$ cat src/design/rtc_calendar_alarm_defines.svh
// Assertion macros shared by the clock and calendar RTL.
// Each macro takes a label, the clock, the active-low reset, the checked
// expressions and a message string.
`ifndef RTC_CALENDAR_ALARM_DEFINES_SVH
`define RTC_CALENDAR_ALARM_DEFINES_SVH

// The condition holds at every clock edge outside reset.
`define RCA_ASSERT_ALWAYS(label, ck, rn, cond, msg) \
    label: assert property (@(posedge ck) disable iff (!rn) (cond)) \
        else $error(msg);

// When the antecedent holds, the consequent holds at the same edge.
`define RCA_ASSERT_IMPLIES(label, ck, rn, ante, cons, msg) \
    label: assert property (@(posedge ck) disable iff (!rn) (ante) |-> (cons)) \
        else $error(msg);

// When the antecedent holds, the consequent holds at the next edge.
`define RCA_ASSERT_NEXT(label, ck, rn, ante, cons, msg) \
    label: assert property (@(posedge ck) disable iff (!rn) (ante) |=> (cons)) \
        else $error(msg);

`endif

$ cat src/design/rtccal_pkg.sv
`default_nettype none

package rtccal_pkg;

    // Request codes carried by req_type.
    typedef enum logic [1:0] {
        REQ_TICK      = 2'd0,
        REQ_LOAD_TIME = 2'd1,
        REQ_LOAD_DATE = 2'd2
    } req_type_t;

    // Configuration port geometry and register indexes.
    localparam int CFG_INDEX_W = 3;
    localparam int CFG_DATA_W  = 6;

    localparam logic [CFG_INDEX_W-1:0] CFG_ALARM_HOURS      = 3'd0;
    localparam logic [CFG_INDEX_W-1:0] CFG_ALARM_MINUTES    = 3'd1;
    localparam logic [CFG_INDEX_W-1:0] CFG_ALARM_SECONDS    = 3'd2;
    localparam logic [CFG_INDEX_W-1:0] CFG_ALARM_ENABLE     = 3'd3;
    localparam logic [CFG_INDEX_W-1:0] CFG_TWELVE_HOUR_MODE = 3'd4;

    // Counter limits.
    localparam logic [5:0] MAX_SECOND = 6'd59;
    localparam logic [5:0] MAX_MINUTE = 6'd59;
    localparam logic [4:0] MAX_HOUR   = 5'd23;
    localparam logic [4:0] HALF_DAY   = 5'd12;
    localparam logic [3:0] MONTHS     = 4'd12;

    // Reset values.
    localparam logic [5:0] RST_SECONDS     = 6'd30;
    localparam logic [5:0] RST_MINUTES     = 6'd9;
    localparam logic [4:0] RST_HOURS       = 5'd19;
    localparam logic [4:0] RST_DAY         = 5'd31;
    localparam logic [3:0] RST_MONTH       = 4'd12;
    localparam logic [4:0] RST_ALARM_HOURS = 5'd8;

    typedef struct packed {
        logic [4:0] alarm_hours;
        logic [5:0] alarm_minutes;
        logic [5:0] alarm_seconds;
        logic       alarm_enable;
        logic       twelve_hour_mode;
    } cfg_t;

    typedef struct packed {
        logic [4:0] hours;
        logic [5:0] minutes;
        logic [5:0] seconds;
        logic [4:0] day;
        logic [3:0] month;
    } clock_state_t;

    typedef struct packed {
        logic [4:0] display_hours;
        logic       is_pm;
        logic       alarm_hit;
        logic       half_day_turned;
        logic       day_turned;
    } result_t;

    // Days in a month, February fixed at 28.
    function automatic logic [4:0] month_days(input logic [3:0] month);
        logic [4:0] len;
        begin
            case (month)
                4'd2:    len = 5'd28;
                4'd4:    len = 5'd30;
                4'd6:    len = 5'd30;
                4'd9:    len = 5'd30;
                4'd11:   len = 5'd30;
                default: len = 5'd31;
            endcase
            return len;
        end
    endfunction

endpackage

`default_nettype wire

$ cat src/design/rtccal_cfg.sv
`default_nettype none

module rtccal_cfg (
    input  wire logic                               clk,
    input  wire logic                               rst_n,
    input  wire logic                               wr_en,
    input  wire logic [rtccal_pkg::CFG_INDEX_W-1:0] wr_index,
    input  wire logic [rtccal_pkg::CFG_DATA_W-1:0]  wr_data,
    output rtccal_pkg::cfg_t                        cfg
);
    import rtccal_pkg::*;

    cfg_t cfg_reg;
    cfg_t cfg_next;

    // Writes to indexes beyond the register list leave everything unchanged.
    always_comb
    begin
        cfg_next = cfg_reg;
        if (wr_en)
        begin
            case (wr_index)
                CFG_ALARM_HOURS:      cfg_next.alarm_hours      = wr_data[4:0];
                CFG_ALARM_MINUTES:    cfg_next.alarm_minutes    = wr_data[5:0];
                CFG_ALARM_SECONDS:    cfg_next.alarm_seconds    = wr_data[5:0];
                CFG_ALARM_ENABLE:     cfg_next.alarm_enable     = wr_data[0];
                CFG_TWELVE_HOUR_MODE: cfg_next.twelve_hour_mode = wr_data[0];
                default:              cfg_next = cfg_reg;
            endcase
        end
    end

    always_ff @(posedge clk or negedge rst_n)
    begin
        if (!rst_n)
        begin
            cfg_reg.alarm_hours      <= RST_ALARM_HOURS;
            cfg_reg.alarm_minutes    <= 6'd0;
            cfg_reg.alarm_seconds    <= 6'd0;
            cfg_reg.alarm_enable     <= 1'b0;
            cfg_reg.twelve_hour_mode <= 1'b1;
        end
        else
        begin
            cfg_reg <= cfg_next;
        end
    end

    assign cfg = cfg_reg;

endmodule

`default_nettype wire

$ cat src/design/rtccal_step.sv
`default_nettype none

module rtccal_step (
    input  wire rtccal_pkg::cfg_t         cfg,
    input  wire rtccal_pkg::clock_state_t cur,
    input  wire logic [1:0]               req_type,
    input  wire logic [4:0]               new_hours,
    input  wire logic [5:0]               new_minutes,
    input  wire logic [5:0]               new_seconds,
    input  wire logic [4:0]               new_day,
    input  wire logic [3:0]               new_month,
    output rtccal_pkg::clock_state_t      nxt,
    output rtccal_pkg::result_t           res
);
    import rtccal_pkg::*;

    logic       sec_wrap;
    logic       min_wrap;
    logic       hour_wrap;
    logic       month_end;
    logic       midnight;
    clock_state_t tick_state;
    logic [3:0] load_month;
    logic [4:0] load_day;
    logic [4:0] load_len;
    logic       alarm_match;

    // Cascaded counters for the one-second tick.
    always_comb
    begin
        sec_wrap  = cur.seconds >= MAX_SECOND;
        min_wrap  = sec_wrap && (cur.minutes >= MAX_MINUTE);
        hour_wrap = min_wrap && (cur.hours >= MAX_HOUR);
        month_end = cur.day >= month_days(cur.month);
        midnight  = hour_wrap;

        tick_state = cur;
        tick_state.seconds = sec_wrap ? 6'd0 : cur.seconds + 6'd1;
        if (sec_wrap)
        begin
            tick_state.minutes = min_wrap ? 6'd0 : cur.minutes + 6'd1;
        end
        if (min_wrap)
        begin
            tick_state.hours = hour_wrap ? 5'd0 : cur.hours + 5'd1;
        end
        if (midnight)
        begin
            tick_state.day = month_end ? 5'd1 : cur.day + 5'd1;
            if (month_end)
            begin
                tick_state.month = (cur.month >= MONTHS) ? 4'd1 : cur.month + 4'd1;
            end
        end
    end

    // Date load with the month forced into 1..12 and the day into the month.
    always_comb
    begin
        load_month = (new_month > MONTHS) ? MONTHS : new_month;
        if (load_month == 4'd0)
        begin
            load_month = 4'd1;
        end
        load_len = month_days(load_month);
        load_day = (new_day == 5'd0) ? 5'd1 : new_day;
        if (load_day > load_len)
        begin
            load_day = load_len;
        end
    end

    assign alarm_match = cfg.alarm_enable
                      && (cfg.alarm_hours == cur.hours)
                      && (cfg.alarm_minutes == cur.minutes)
                      && (cfg.alarm_seconds == cur.seconds);

    always_comb
    begin
        nxt = cur;
        res.alarm_hit       = 1'b0;
        res.half_day_turned = 1'b0;
        res.day_turned      = 1'b0;
        case (req_type)
            REQ_TICK:
            begin
                nxt = tick_state;
                res.alarm_hit       = alarm_match;
                res.half_day_turned = hour_wrap || (min_wrap && (cur.hours == HALF_DAY - 5'd1));
                res.day_turned      = midnight;
            end
            REQ_LOAD_TIME:
            begin
                nxt.hours   = (new_hours > MAX_HOUR) ? MAX_HOUR : new_hours;
                nxt.minutes = (new_minutes > MAX_MINUTE) ? MAX_MINUTE : new_minutes;
                nxt.seconds = (new_seconds > MAX_SECOND) ? MAX_SECOND : new_seconds;
            end
            REQ_LOAD_DATE:
            begin
                nxt.month = load_month;
                nxt.day   = load_day;
            end
            default:
            begin
                nxt = cur;
            end
        endcase

        res.is_pm = nxt.hours >= HALF_DAY;
        res.display_hours = (cfg.twelve_hour_mode && res.is_pm) ? nxt.hours - HALF_DAY
                                                                : nxt.hours;
    end

endmodule

`default_nettype wire

$ cat src/design/rtc_calendar_alarm.sv
// Real-time clock and calendar with an alarm comparator.
// Requests enter on the input channel (in_valid / in_stall) and carry a
// request type: a one-second tick, a time load or a date load. Every request
// produces exactly one result on the output channel (out_valid / out_stall)
// holding the time and date after the request, the display hour, the PM bit
// and the alarm, half-day and new-day flags.
// A request is held in an input register; when the result slot is free or
// being taken, the next state and the flags are computed from it and
// written into the state and result registers together.
// One request is accepted every cycle as long as results are taken; the
// state feedback is a single pass through the counter cascade, so each
// request sees the state that the previous one left.
// When the receiver stalls, the result registers hold and the input register
// fills; in_stall then rises until the result is taken.
// The alarm and display registers must be written through the configuration
// port only while no request is in flight; the block does not enforce this.
// Reset sets the time to 19:09:30 on December 31, the alarm to 08:00:00
// disarmed, and twelve-hour display on; both channels come up empty.
`default_nettype none

module rtc_calendar_alarm (
    input  wire logic                               clk,
    input  wire logic                               rst_n,
    input  wire logic                               cfg_wr_en,
    input  wire logic [rtccal_pkg::CFG_INDEX_W-1:0] cfg_wr_index,
    input  wire logic [rtccal_pkg::CFG_DATA_W-1:0]  cfg_wr_data,
    input  wire logic                               in_valid,
    output logic                                    in_stall,
    input  wire logic [1:0]                         req_type,
    input  wire logic [4:0]                         new_hours,
    input  wire logic [5:0]                         new_minutes,
    input  wire logic [5:0]                         new_seconds,
    input  wire logic [4:0]                         new_day,
    input  wire logic [3:0]                         new_month,
    output logic                                    out_valid,
    input  wire logic                               out_stall,
    output logic [4:0]                              hours_now,
    output logic [5:0]                              minutes_now,
    output logic [5:0]                              seconds_now,
    output logic [4:0]                              day_now,
    output logic [3:0]                              month_now,
    output logic [4:0]                              display_hours,
    output logic                                    is_pm,
    output logic                                    alarm_hit,
    output logic                                    half_day_turned,
    output logic                                    day_turned
);
    import rtccal_pkg::*;

`include "rtc_calendar_alarm_defines.svh"

    cfg_t         cfg;
    clock_state_t state_reg;
    clock_state_t state_next;
    result_t      flags_reg;
    result_t      flags_next;

    // Input register.
    logic         req_valid_reg;
    logic         req_valid_next;
    logic [1:0]   req_type_reg;
    logic [4:0]   new_hours_reg;
    logic [5:0]   new_minutes_reg;
    logic [5:0]   new_seconds_reg;
    logic [4:0]   new_day_reg;
    logic [3:0]   new_month_reg;

    logic         out_valid_reg;
    logic         out_valid_next;
    logic         advance;
    logic         in_take;

    // Conditions checked by the assertions below.
    logic         state_in_range;
    logic         at_midnight;
    logic         on_half_day;

    rtccal_cfg u_cfg (
        .clk      (clk),
        .rst_n    (rst_n),
        .wr_en    (cfg_wr_en),
        .wr_index (cfg_wr_index),
        .wr_data  (cfg_wr_data),
        .cfg      (cfg)
    );

    rtccal_step u_step (
        .cfg         (cfg),
        .cur         (state_reg),
        .req_type    (req_type_reg),
        .new_hours   (new_hours_reg),
        .new_minutes (new_minutes_reg),
        .new_seconds (new_seconds_reg),
        .new_day     (new_day_reg),
        .new_month   (new_month_reg),
        .nxt         (state_next),
        .res         (flags_next)
    );

    // The held request moves on when the result slot is empty or being taken.
    assign advance  = req_valid_reg && (!out_valid_reg || !out_stall);
    assign in_stall = req_valid_reg && !advance;
    assign in_take  = in_valid && !in_stall;

    always_comb
    begin
        req_valid_next = req_valid_reg;
        if (in_take)
        begin
            req_valid_next = 1'b1;
        end
        else if (advance)
        begin
            req_valid_next = 1'b0;
        end

        out_valid_next = out_valid_reg;
        if (advance)
        begin
            out_valid_next = 1'b1;
        end
        else if (!out_stall)
        begin
            out_valid_next = 1'b0;
        end
    end

    always_ff @(posedge clk or negedge rst_n)
    begin
        if (!rst_n)
        begin
            req_valid_reg <= 1'b0;
            out_valid_reg <= 1'b0;
        end
        else
        begin
            req_valid_reg <= req_valid_next;
            out_valid_reg <= out_valid_next;
        end
    end

    always_ff @(posedge clk)
    begin
        if (in_take)
        begin
            req_type_reg    <= req_type;
            new_hours_reg   <= new_hours;
            new_minutes_reg <= new_minutes;
            new_seconds_reg <= new_seconds;
            new_day_reg     <= new_day;
            new_month_reg   <= new_month;
        end
    end

    // The clock state only changes when a result is loaded, so while a result
    // waits the state register also serves as its time and date fields.
    always_ff @(posedge clk or negedge rst_n)
    begin
        if (!rst_n)
        begin
            state_reg.hours   <= RST_HOURS;
            state_reg.minutes <= RST_MINUTES;
            state_reg.seconds <= RST_SECONDS;
            state_reg.day     <= RST_DAY;
            state_reg.month   <= RST_MONTH;
        end
        else if (advance)
        begin
            state_reg <= state_next;
        end
    end

    always_ff @(posedge clk)
    begin
        if (advance)
        begin
            flags_reg <= flags_next;
        end
    end

    assign out_valid       = out_valid_reg;
    assign hours_now       = state_reg.hours;
    assign minutes_now     = state_reg.minutes;
    assign seconds_now     = state_reg.seconds;
    assign day_now         = state_reg.day;
    assign month_now       = state_reg.month;
    assign display_hours   = flags_reg.display_hours;
    assign is_pm           = flags_reg.is_pm;
    assign alarm_hit       = flags_reg.alarm_hit;
    assign half_day_turned = flags_reg.half_day_turned;
    assign day_turned      = flags_reg.day_turned;

    assign state_in_range = (state_reg.hours <= MAX_HOUR)
                         && (state_reg.minutes <= MAX_MINUTE)
                         && (state_reg.seconds <= MAX_SECOND)
                         && (state_reg.day != 5'd0)
                         && (state_reg.month != 4'd0)
                         && (state_reg.month <= MONTHS);

    assign at_midnight = (state_reg.hours == 5'd0)
                      && (state_reg.minutes == 6'd0)
                      && (state_reg.seconds == 6'd0)
                      && (state_reg.day != 5'd0);

    assign on_half_day = (state_reg.hours == HALF_DAY || state_reg.hours == 5'd0)
                      && (state_reg.minutes == 6'd0)
                      && (state_reg.seconds == 6'd0);

    // Loads saturate, so the counters never leave their ranges.
    `RCA_ASSERT_ALWAYS(a_state_in_range, clk, rst_n, state_in_range, "clock state out of range")

    // A new day always lands exactly on midnight and is also a half-day turn.
    `RCA_ASSERT_IMPLIES(a_day_turn_midnight, clk, rst_n, out_valid_reg && flags_reg.day_turned, flags_reg.half_day_turned && at_midnight, "day turned away from midnight")

    // A half-day turn leaves the clock at noon or midnight.
    `RCA_ASSERT_IMPLIES(a_half_day_turn, clk, rst_n, out_valid_reg && flags_reg.half_day_turned, on_half_day, "half-day flag off the hour")

    // The PM bit follows the hour of the waiting result.
    `RCA_ASSERT_IMPLIES(a_pm_matches_hour, clk, rst_n, out_valid_reg, flags_reg.is_pm == (state_reg.hours >= HALF_DAY), "PM bit disagrees with hour")

    // A request that cannot move on stays in the input register.
    `RCA_ASSERT_NEXT(a_req_held, clk, rst_n, req_valid_reg && !advance, req_valid_reg && out_valid_reg, "held request lost")

endmodule

`default_nettype wire

$ cat config.mk
export PLATFORM = sky130hd
export DESIGN_NAME = rtc_calendar_alarm
export DESIGN_NICKNAME = d
export VERILOG_FILES = /design/src/design/rtccal_pkg.sv /design/src/design/rtccal_cfg.sv /design/src/design/rtccal_step.sv /design/src/design/rtc_calendar_alarm.sv
export VERILOG_INCLUDE_DIRS = /design/src /design/src/design
export SDC_FILE = /design/constraint.sdc
export NUM_CORES = 1
export LEC_CHECK = 0
export ABC_AREA = 0
export BUFFER_PORTS_ARGS = -buffer_cell sky130_fd_sc_hd__buf_4
export CAP_MARGIN = 20
export CORE_MARGIN = 4
export CORE_UTILIZATION = 61
export DETAILED_ROUTE_END_ITERATION = 12
export GPL_TIMING_DRIVEN = 0
export PLACE_DENSITY = 0.88
export SETUP_SLACK_MARGIN = 0.3
export SLEW_MARGIN = 20
export SYNTH_ARGS = -nofsm -noshare
export SYNTH_HDL_FRONTEND = slang
export SYNTH_HIERARCHICAL = 1
export SYNTH_SLANG_ARGS = --single-unit
$ cat constraint.sdc
create_clock -name clk -period 4.1 [get_ports clk]
set_input_delay 1.23 -clock clk [delete_from_list [all_inputs] [get_ports clk]]
set_output_delay 1.23 -clock clk [all_outputs]
set_load 0.01 [all_outputs]
==> impl_metrics.tcl, run 1 <==
set metrics [dict create \
    worst_slew_pin_slew_ns 0.792 \
    final_max_slew_viol_count 0 \
    hp-class "reg -> reg" \
    setup_viol 0 \
    path_cells "ha_1 > o2111ai_4 > nor2_1 > nor2_2 > o32a_4 > ha_1 > a41oi_1 > nor2_1 > o32a_1" \
    finClkSkew_ns 0.00998 \
    fmaxAchievable_ghz 0.311 \
    setup_tns_ns 0 \
    final_common_cell "buf_4" \
    grt.met3_usage_pct 4.45 \
    drc 0 \
    grt_start_max_net_pins 48 \
    place.gp.congestion 0.878 \
    num_rows 32 \
    avgSynthCellArea_sq_um 11.6 \
    cts_made_buffers 9 \
    yosys_most_used_dff "edfxtp_1" \
    drt-vias-per-instance 6.31 \
    core_area_sq_mm 0.00773 \
    ctsResizeCount 0 \
    top_usage_layer "met2" \
    ctsHoldBuffers 0 \
    ys_warn_count 6 \
    postCtsSetupBuffers 0 \
    synth_top_area_share_pct 22.9 \
    fp.dieW_um 97.2 \
    slew_headroom_pct 47.0 \
    layout_setup_ws_ns 0.885 \
    ys_seq_area_share_pct 47.6 \
    fp.dieArea_sq_mm 0.00944 \
    irDropWorstVdd_uv 280 \
    fill_cells 483 \
    clk_latency_ns 0.35 \
    path_clk_slew_ns 0.09 \
    ff2ff_setup_slack_ns 0.89 \
    internal_power_uw 2180 \
    sequentialPowerShare_pct 41.5 \
    grt_pass1_wl_mm 19.2 \
    grt_usage_pct 25.3 \
    dp_hpwl_mm 8.43 \
    die_h_um 97.2 \
    grt.overflow.total 0 \
    period_minus_slack_ns 3.21 \
    start_util_pct 62.8 \
    hold_path_depth 1 \
    yosys-top-cells-area "edfxtp_1 23%, dfrtp_1 15%, dfstp_2 9.7%" \
    path_class "reg -> reg" \
    maxCapViolations 0 \
    p_leak_uw 0.00237 \
    pre_cts_ws_ns 0.946 \
    clkSinkCount 84 \
    clockBufferDepth 2 \
    cts_tree "built" \
    min_to "out_valid" \
    grt_pass1_vias 3789 \
    htreeDepth 3 \
    port_buffers 78 \
    syn-num-nets 472 \
    cp_data_arrival_time_ns 3.33 \
    largest_reg_flops 19 \
    synthArstFlopShare_pct 56.0 \
    drive_gt1_share_pct 37.1 \
    grtUsageMet2_pct 43.5 \
    crit_fanout 8 \
    reg2reg_depth 9 \
    ios 79 \
    ys_types 70 \
    netlist_area_sq_mm 0.00485 \
    cp_top_family "compound AO/OA/AOI/OAI gates" \
    hold_start "req_valid_reg" \
    synth_area_leader_cell "edfxtp_1" \
    r2r-start "seconds_now[1]" \
    critPathCaptureType "flop" \
    finalWirelength_mm 11.9 \
    yosys_register_bits 84 \
    grtUsageMet1_pct 31.5 \
    outcome "complete, no violations" \
    rsz0062_at_grt "no" \
    ant_nets 0 \
    wire_per_inst_um 19.3 \
    most-common-layout-cells "80 x buf_4, 37 x edfxtp_1, 30 x a21oi_1" \
    r2r-end "display_hours[3]" \
    synthToLayoutAreaGrowth_pct 19.5 \
    period_share_pct 78.4 \
    synth_edf_count 37 \
    vias 3872 \
    drt_iter0_markers 339 \
    worst_setup_path_start_kind "flop" \
    combinationalPowerShare_pct 40.0 \
    p_sw_share_pct 36.8 \
    firstDrtPassIters 6 \
    crit_required_ns 4.21 \
    hold_viol_final 0 \
    final_nets 562 \
    antenna_found_initial 0 \
    clock-root-buffer "clkbuf_8" \
    cp_slowest_cell "dfstp_2" \
    critical_path.max_stage_delay_ns 0.61 \
    power.density_mw_per_mm2 596 \
    p_sw_uw 1270 \
    synthCells 417 \
    n_antenna_cell 0 \
    crit_buf_inv 0 \
    p_clk_share_pct 18.4 \
]
[metrics by stage]
step / instance area [sq um] / power [uW] / std cells / utilization [%] / hold WS, ns
2_1_floorplan: 4850 / 2300 / 417 / - / 0.447
3_3_place_gp: 5560 / 2750 / 597 / 72.0 / 0.462
3_5_place_dp: 5580 / 2800 / 598 / 72.2 / 0.474
4_1_cts: 5800 / 3460 / 614 / 75.0 / 0.495
5_1_grt: 5800 / 3660 / 614 / 75.0 / 0.525
6_report: 5800 / 3460 / 614 / 75.0 / 0.501
[cell type report]
| type | count | area, sq um | share of cell area, % |
|---|---|---|---|
| Buffer | 25 | 173 | 2.98 |
| Clock buffer | 10 | 149 | 2.57 |
| Clock inverter | 6 | 67.6 | 1.17 |
| Inverter | 17 | 63.8 | 1.10 |
| Multi-Input combinational cell | 291 | 2300 | 39.8 |
| Sequential cell | 84 | 2310 | 39.9 |
| Tap cell | 102 | 128 | 2.20 |
| Timing Repair Buffer | 79 | 601 | 10.4 |
[power groups by stage]
stage | Sequential, uW | Combinational, uW | Clock, uW
final | 1430 | 1380 | 638
after global routing | 1470 | 1500 | 689
after detailed placement | 1450 | 1360 | 0
after floorplan | 1430 | 870 | 0
after CTS | 1430 | 1370 | 652
after global placement | 1430 | 1320 | 0
[layer usage]
layer | up-vias | wire (um)
met2 | 194 | 5950
li1 | 1764 | -
met4 | 0 | 351
met3 | 32 | 828
met1 | 1882 | 4730
met5 | - | 0
[Yosys cell counts, types with 4 or more instances]
cell type,number
nor2_1,19
mux2_2,26
buf_6,4
mux2_4,19
o22ai_1,5
nor4_1,6
edfxtp_1,37
o21ai_1,14
xor2_1,6
nand2_1,18
xnor2_1,13
dfrtp_1,29
a21oi_1,30
nor3_1,7
inv_1,16
nand4_1,13
ha_1,13
clkbuf_1,7
nand3_1,16
dfstp_2,18
a41oi_1,5
o21ai_0,11
buf_2,7
nand2b_1,6
[worst max-delay path by stage]
stage / from / end / cells past startpoint
5_1_grt: seconds_now[1] / display_hours[3] / 9
6_report: seconds_now[1] / display_hours[3] / 9
4_1_cts: seconds_now[1] / display_hours[3] / 9
2_1_floorplan: seconds_now[1] / display_hours[3] / 9
3_5_place_dp: seconds_now[1] / display_hours[3] / 9
3_3_place_gp: seconds_now[1] / display_hours[3] / 9
[logic make-up after synthesis]
kind of cell | synth area share, %
AO/OA/AOI/OAI | 17.0
AND/OR/NAND/NOR | 11.8
flip-flops | 47.6
multiplexers | 11.9
buffers and inverters | 4.87
XOR/XNOR | 3.43
adder cells (fa/ha/maj) | 3.35
Power figures use the tool's default switching activity.
==> run 2: changes to the inputs <==
CORE_UTILIZATION = 51   (was 61)
PLACE_DENSITY = 0.79   (was 0.88)
clock period = 2.7 ns   (was 4.1 ns; I/O delays follow)
==> impl_metrics.tcl, run 2 (synthesis results as in run 1) <==
set metrics [dict create \
    outcome "complete, no violations" \
    worst_setup_path_start_kind "flop" \
    wl_met1_mm 5.40 \
    hp-class "in -> async" \
    antenna_found_initial 0 \
    rsz0062_at_grt "yes" \
    r2r-start "hours_now[0]" \
    reg2reg_depth 10 \
    fp.dieW_um 106 \
    final_common_cell "buf_4" \
    worst_slew_pin_slew_ns 0.667 \
    power.density_mw_per_mm2 934 \
    path_class "reg -> reg" \
    period_share_pct 92.7 \
    place.gp.congestion 0.877 \
    fp.dieArea_sq_mm 0.0111 \
    clkSinkCount 84 \
    ios 79 \
    critPathCapture "display_hours[2]" \
    p_leak_uw 0.00264 \
    multiInputGateArea_sq_mm 0.00254 \
    ant_nets 0 \
    r2r-end "display_hours[2]" \
    largest_reg_flops 19 \
    maxCapViolations 0 \
    fill_cells 621 \
    slew_headroom_pct 55.5 \
    wire_per_inst_um 19.9 \
    finalWirelength_mm 13.6 \
    grt_pass1_vias 4058 \
    drive_gt1_share_pct 49.1 \
    cts_made_buffers 9 \
    cts_tree "built" \
    path_clk_slew_ns 0.10 \
    clock-root-buffer "clkbuf_8" \
    critPathCaptureType "flop" \
    holdWs_ns 0.453 \
    grt_usage_pct 23.5 \
    startpoint "hours_now[0]" \
    dp_hpwl_mm 8.37 \
    port_buffers 78 \
    clockBufferDepth 2 \
    drt_iter0_markers 349 \
    grt.overflow.total 0 \
    pre_cts_ws_ns 0.0166 \
    drt-vias-per-instance 6.06 \
    drc 0 \
    crit_required_ns 2.94 \
    hold_viol_final 0 \
    start_util_pct 52.5 \
    setup_tns_ns 0 \
    layout_setup_ws_ns 0.197 \
    fmaxAchievable_ghz 0.400 \
    clk_latency_ns 0.36 \
    num_rows 35 \
    wl_met2_mm 6.63 \
    most-common-layout-cells "118 x buf_4, 37 x edfxtp_1, 26 x a21oi_1" \
    vias 4141 \
    die_h_um 106 \
    core_area_sq_mm 0.00924 \
    ff2ff_setup_slack_ns 0.20 \
    grt_start_max_net_pins 48 \
    cp_data_arrival_time_ns 2.75 \
    irDropWorstVdd_uv 590 \
    period_minus_slack_ns 2.50 \
    setup_viol 0 \
    final_nets 604 \
    grt_pass1_wl_mm 20.8 \
    n_antenna_cell 0 \
    finClkSkew_ns 0.0131 \
    synthToLayoutAreaGrowth_pct 32.9 \
    htreeDepth 3 \
    ctsHoldBuffers 0 \
    register_area_sq_mm 0.00231 \
    maxUsedRoutingLayer "met4" \
    crit_fanout 5 \
    firstDrtPassIters 5 \
    wl_met3_mm 1.21 \
    final_max_slew_viol_count 0 \
]
run 2: stage by stage:
step                      utilization (%)  total power [uW]  instance area, sq um  std cells
after floorplan                         -              3620                  4940        417
after global placement               61.5              4330                  5680        624
after detailed placement             61.5              4400                  5690        624
after CTS                            67.3              5690                  6220        669
after global routing                 69.7              6330                  6440        683
final                                69.7              6020                  6440        683
run 2: timing repair:
action	in CTS	in global routing
resized for setup	29	28
setup buffers	29	14
setup endpoints to repair	13	14
pin swaps	16	13
run 2: how the worst min path moves through the flow:
stage	to	cells past startpoint	slack [ns]	from
after detailed placement	out_valid	1	0.47	req_valid_reg
after floorplan	out_valid	1	0.45	req_valid_reg
after CTS	hours_now[2]	1	0.48	rst_n
after global routing	u_cfg/cfg[1]	1	0.50	rst_n
after global placement	out_valid	1	0.45	req_valid_reg
final	u_cfg/cfg[1]	1	0.45	rst_n
run 2: where the power goes:
group          leakage (uW)  switching (uW)  total (uW)  internal [uW]
combinational       0.00164            1360        2910           1550
sequential         0.000886             380        2130           1750
clock              0.000114             498         979            481
total               0.00264            2240        6020           3780
run 2: area by class of cell:
type,count,share of cell area (%)
plain buffers,25,3.16
clock buffers,12,2.91
clock inverters,4,0.505
inverters,17,0.990
multi-input cells,291,39.4
flip-flops and latches,84,35.9
well taps,129,2.50
repair buffers,121,14.6
run 2: layer usage:
layer  vias to the layer above  global-route usage, %
li1                       1844                      -
met1                      2017                   30.9
met2                       245                   38.3
met3                        35                   6.25
met4                         0                   6.57
met5                         -                      0
run 2: worst max-delay path, cell delays in order (launching register included):
cell      delay, ns
dfstp_2        0.59
buf_6          0.13
buf_8          0.11
nand4_1        0.14
nor4_2         0.29
a21oi_1        0.10
o211a_4        0.28
ha_4           0.17
a41o_1         0.20
o211ai_1       0.21
o21a_1         0.16
==> run 3: changes to the inputs <==
CORE_UTILIZATION = 57   (was 51)
PLACE_DENSITY = 0.83   (was 0.79)
clock period = 2.45 ns   (was 2.7 ns; I/O delays follow)
==> impl_metrics.tcl, run 3 (synthesis results as in run 1) <==
set metrics [dict create \
    violations "negative setup slack" \
    core_area_sq_mm 0.00826 \
    irDropWorstVdd_uv 479 \
    startpoint "month_now[0]" \
    clock-root-buffer "clkbuf_8" \
    slew_headroom_pct 57.1 \
    grt_start_max_net_pins 48 \
    synthToLayoutAreaGrowth_pct 30.3 \
    path_class "reg -> reg" \
    sequentialPowerShare_pct 36.5 \
    wire_per_inst_um 20.4 \
    rsz0062_at_grt "yes" \
    cts_tree "built" \
    grt_pass1_vias 4068 \
    setup_viol 10 \
    clockBufferDepth 2 \
    crit_fanout 4 \
    grt.overflow.total 0 \
    worst_setup_path_start_kind "flop" \
    place.gp.congestion 0.921 \
    ff2ff_setup_slack_ns -0.22 \
    final_common_cell "buf_4" \
    ant_nets 0 \
    r2r-start "month_now[0]" \
    largest_reg_flops 19 \
    n_antenna_cell 0 \
    dpl_cell_area_sq_mm 0.00573 \
    firstDrtPassIters 5 \
    critPathCaptureType "flop" \
    maxCapViolations 0 \
    antenna_found_initial 0 \
    vias 4117 \
    hp-class "in -> async" \
    fin_area_sq_mm 0.00632 \
    cp_data_arrival_time_ns 2.95 \
    crit_required_ns 2.73 \
    fp.dieW_um 100 \
    post-place-cells 601 \
    ios 79 \
    drc 0 \
    r2r-end "day_now[2]" \
    drive_gt1_share_pct 48.5 \
    fill_cells 529 \
    hold_viol_final 0 \
    drt-vias-per-instance 6.32 \
    period_share_pct 109 \
    cts_made_buffers 9 \
    clk_latency_ns 0.36 \
    drt_iter0_markers 529 \
    fp.dieArea_sq_mm 0.0101 \
    outcome "finished with violations" \
    p_leak_uw 0.00257 \
    grt_pass1_wl_mm 20.4 \
    p_sw_share_pct 37.4 \
    period_minus_slack_ns 2.67 \
    layout_setup_ws_ns -0.223 \
    die_h_um 100 \
    p_clk_share_pct 14.9 \
    path_clk_slew_ns 0.08 \
    final_util_pct 76.6 \
    final_nets 596 \
    dp_hpwl_mm 8.84 \
    num_rows 33 \
    grt_usage_pct 25.8 \
    pre_cts_ws_ns -0.252 \
    instances_no_fill 651 \
    final_max_slew_viol_count 0 \
    p_sw_uw 2430 \
    start_util_pct 58.7 \
    reg2reg_depth 13 \
    most-common-layout-cells "113 x buf_4, 37 x edfxtp_1, 27 x a21oi_1" \
    finClkSkew_ns 0.0105 \
    clkSinkCount 84 \
    holdWs_ns 0.395 \
    htreeDepth 3 \
    power.density_mw_per_mm2 1030 \
    critPathCapture "day_now[2]" \
    port_buffers 78 \
    fmaxAchievable_ghz 0.374 \
    internal_power_uw 4070 \
    combinationalPowerShare_pct 48.7 \
    worst_slew_pin_slew_ns 0.643 \
    finalWirelength_mm 13.3 \
]
-- run 3: stage by stage --
step | power, uW | TNS (ns)
CTS | 6190 | -0.239
detailed placement | 4960 | -0.749
global route | 6830 | -1.70
finish | 6500 | -0.898
floorplan | 4060 | 0
global placement | 4840 | -0.421
-- run 3: area by class of cell --
type	instances	area [sq um]	area share, %
repair buffers	113	867	13.7
clock inverters	3	18.8	0.297
well taps	105	131	2.08
clock buffers	13	170	2.69
plain buffers	25	210	3.32
inverters	17	68.8	1.09
multi-input cells	291	2540	40.2
flip-flops and latches	84	2310	36.6
-- run 3: power groups by stage --
stage	registers (uW)	logic (uW)	clock network (uW)
after CTS	2370	2850	971
after global routing	2420	3360	1050
after global placement	2440	2400	0
after floorplan	2420	1640	0
final	2370	3160	967
after detailed placement	2450	2500	0
-- run 3: how the worst min path moves through the flow --
stage,from,end,slack (ns),cells past startpoint
after floorplan,rst_n,hours_now[2],0.44,0
after global placement,req_valid_reg,out_valid,0.46,1
after detailed placement,req_valid_reg,out_valid,0.48,1
after CTS,rst_n,month_now[1],0.43,1
after global routing,rst_n,month_now[1],0.43,1
final,rst_n,month_now[1],0.40,1
-- run 3: worst max-delay path, stage by stage (launching register included) --
cell,delay (ns)
dfrtp_2,0.44
ha_2,0.23
nor2_1,0.06
o21ai_1,0.15
nand2_1,0.08
ha_1,0.30
nand2b_4,0.14
a21oi_4,0.06
o41ai_4,0.40
buf_4,0.19
a21oi_1,0.04
o21ai_1,0.14
o311ai_1,0.11
mux2_4,0.26
-- run 3: what timing repair did --
item / in CTS / in global routing
hold buffers: 0 / 0
endpoints found under the setup margin: 22 / 24
resized for setup: 18 / 20
buffers inserted: 23 / 11
cloned: 0 / 0
pin swaps: 13 / 13
-- run 3: routing by layer --
layer	GRT usage, %	vias up	wire length (um)
li1	-	1830	-
met2	44.1	230	6690
met3	4.59	49	945
met4	10.4	0	435
met5	0	-	0
met1	32.4	2008	5200
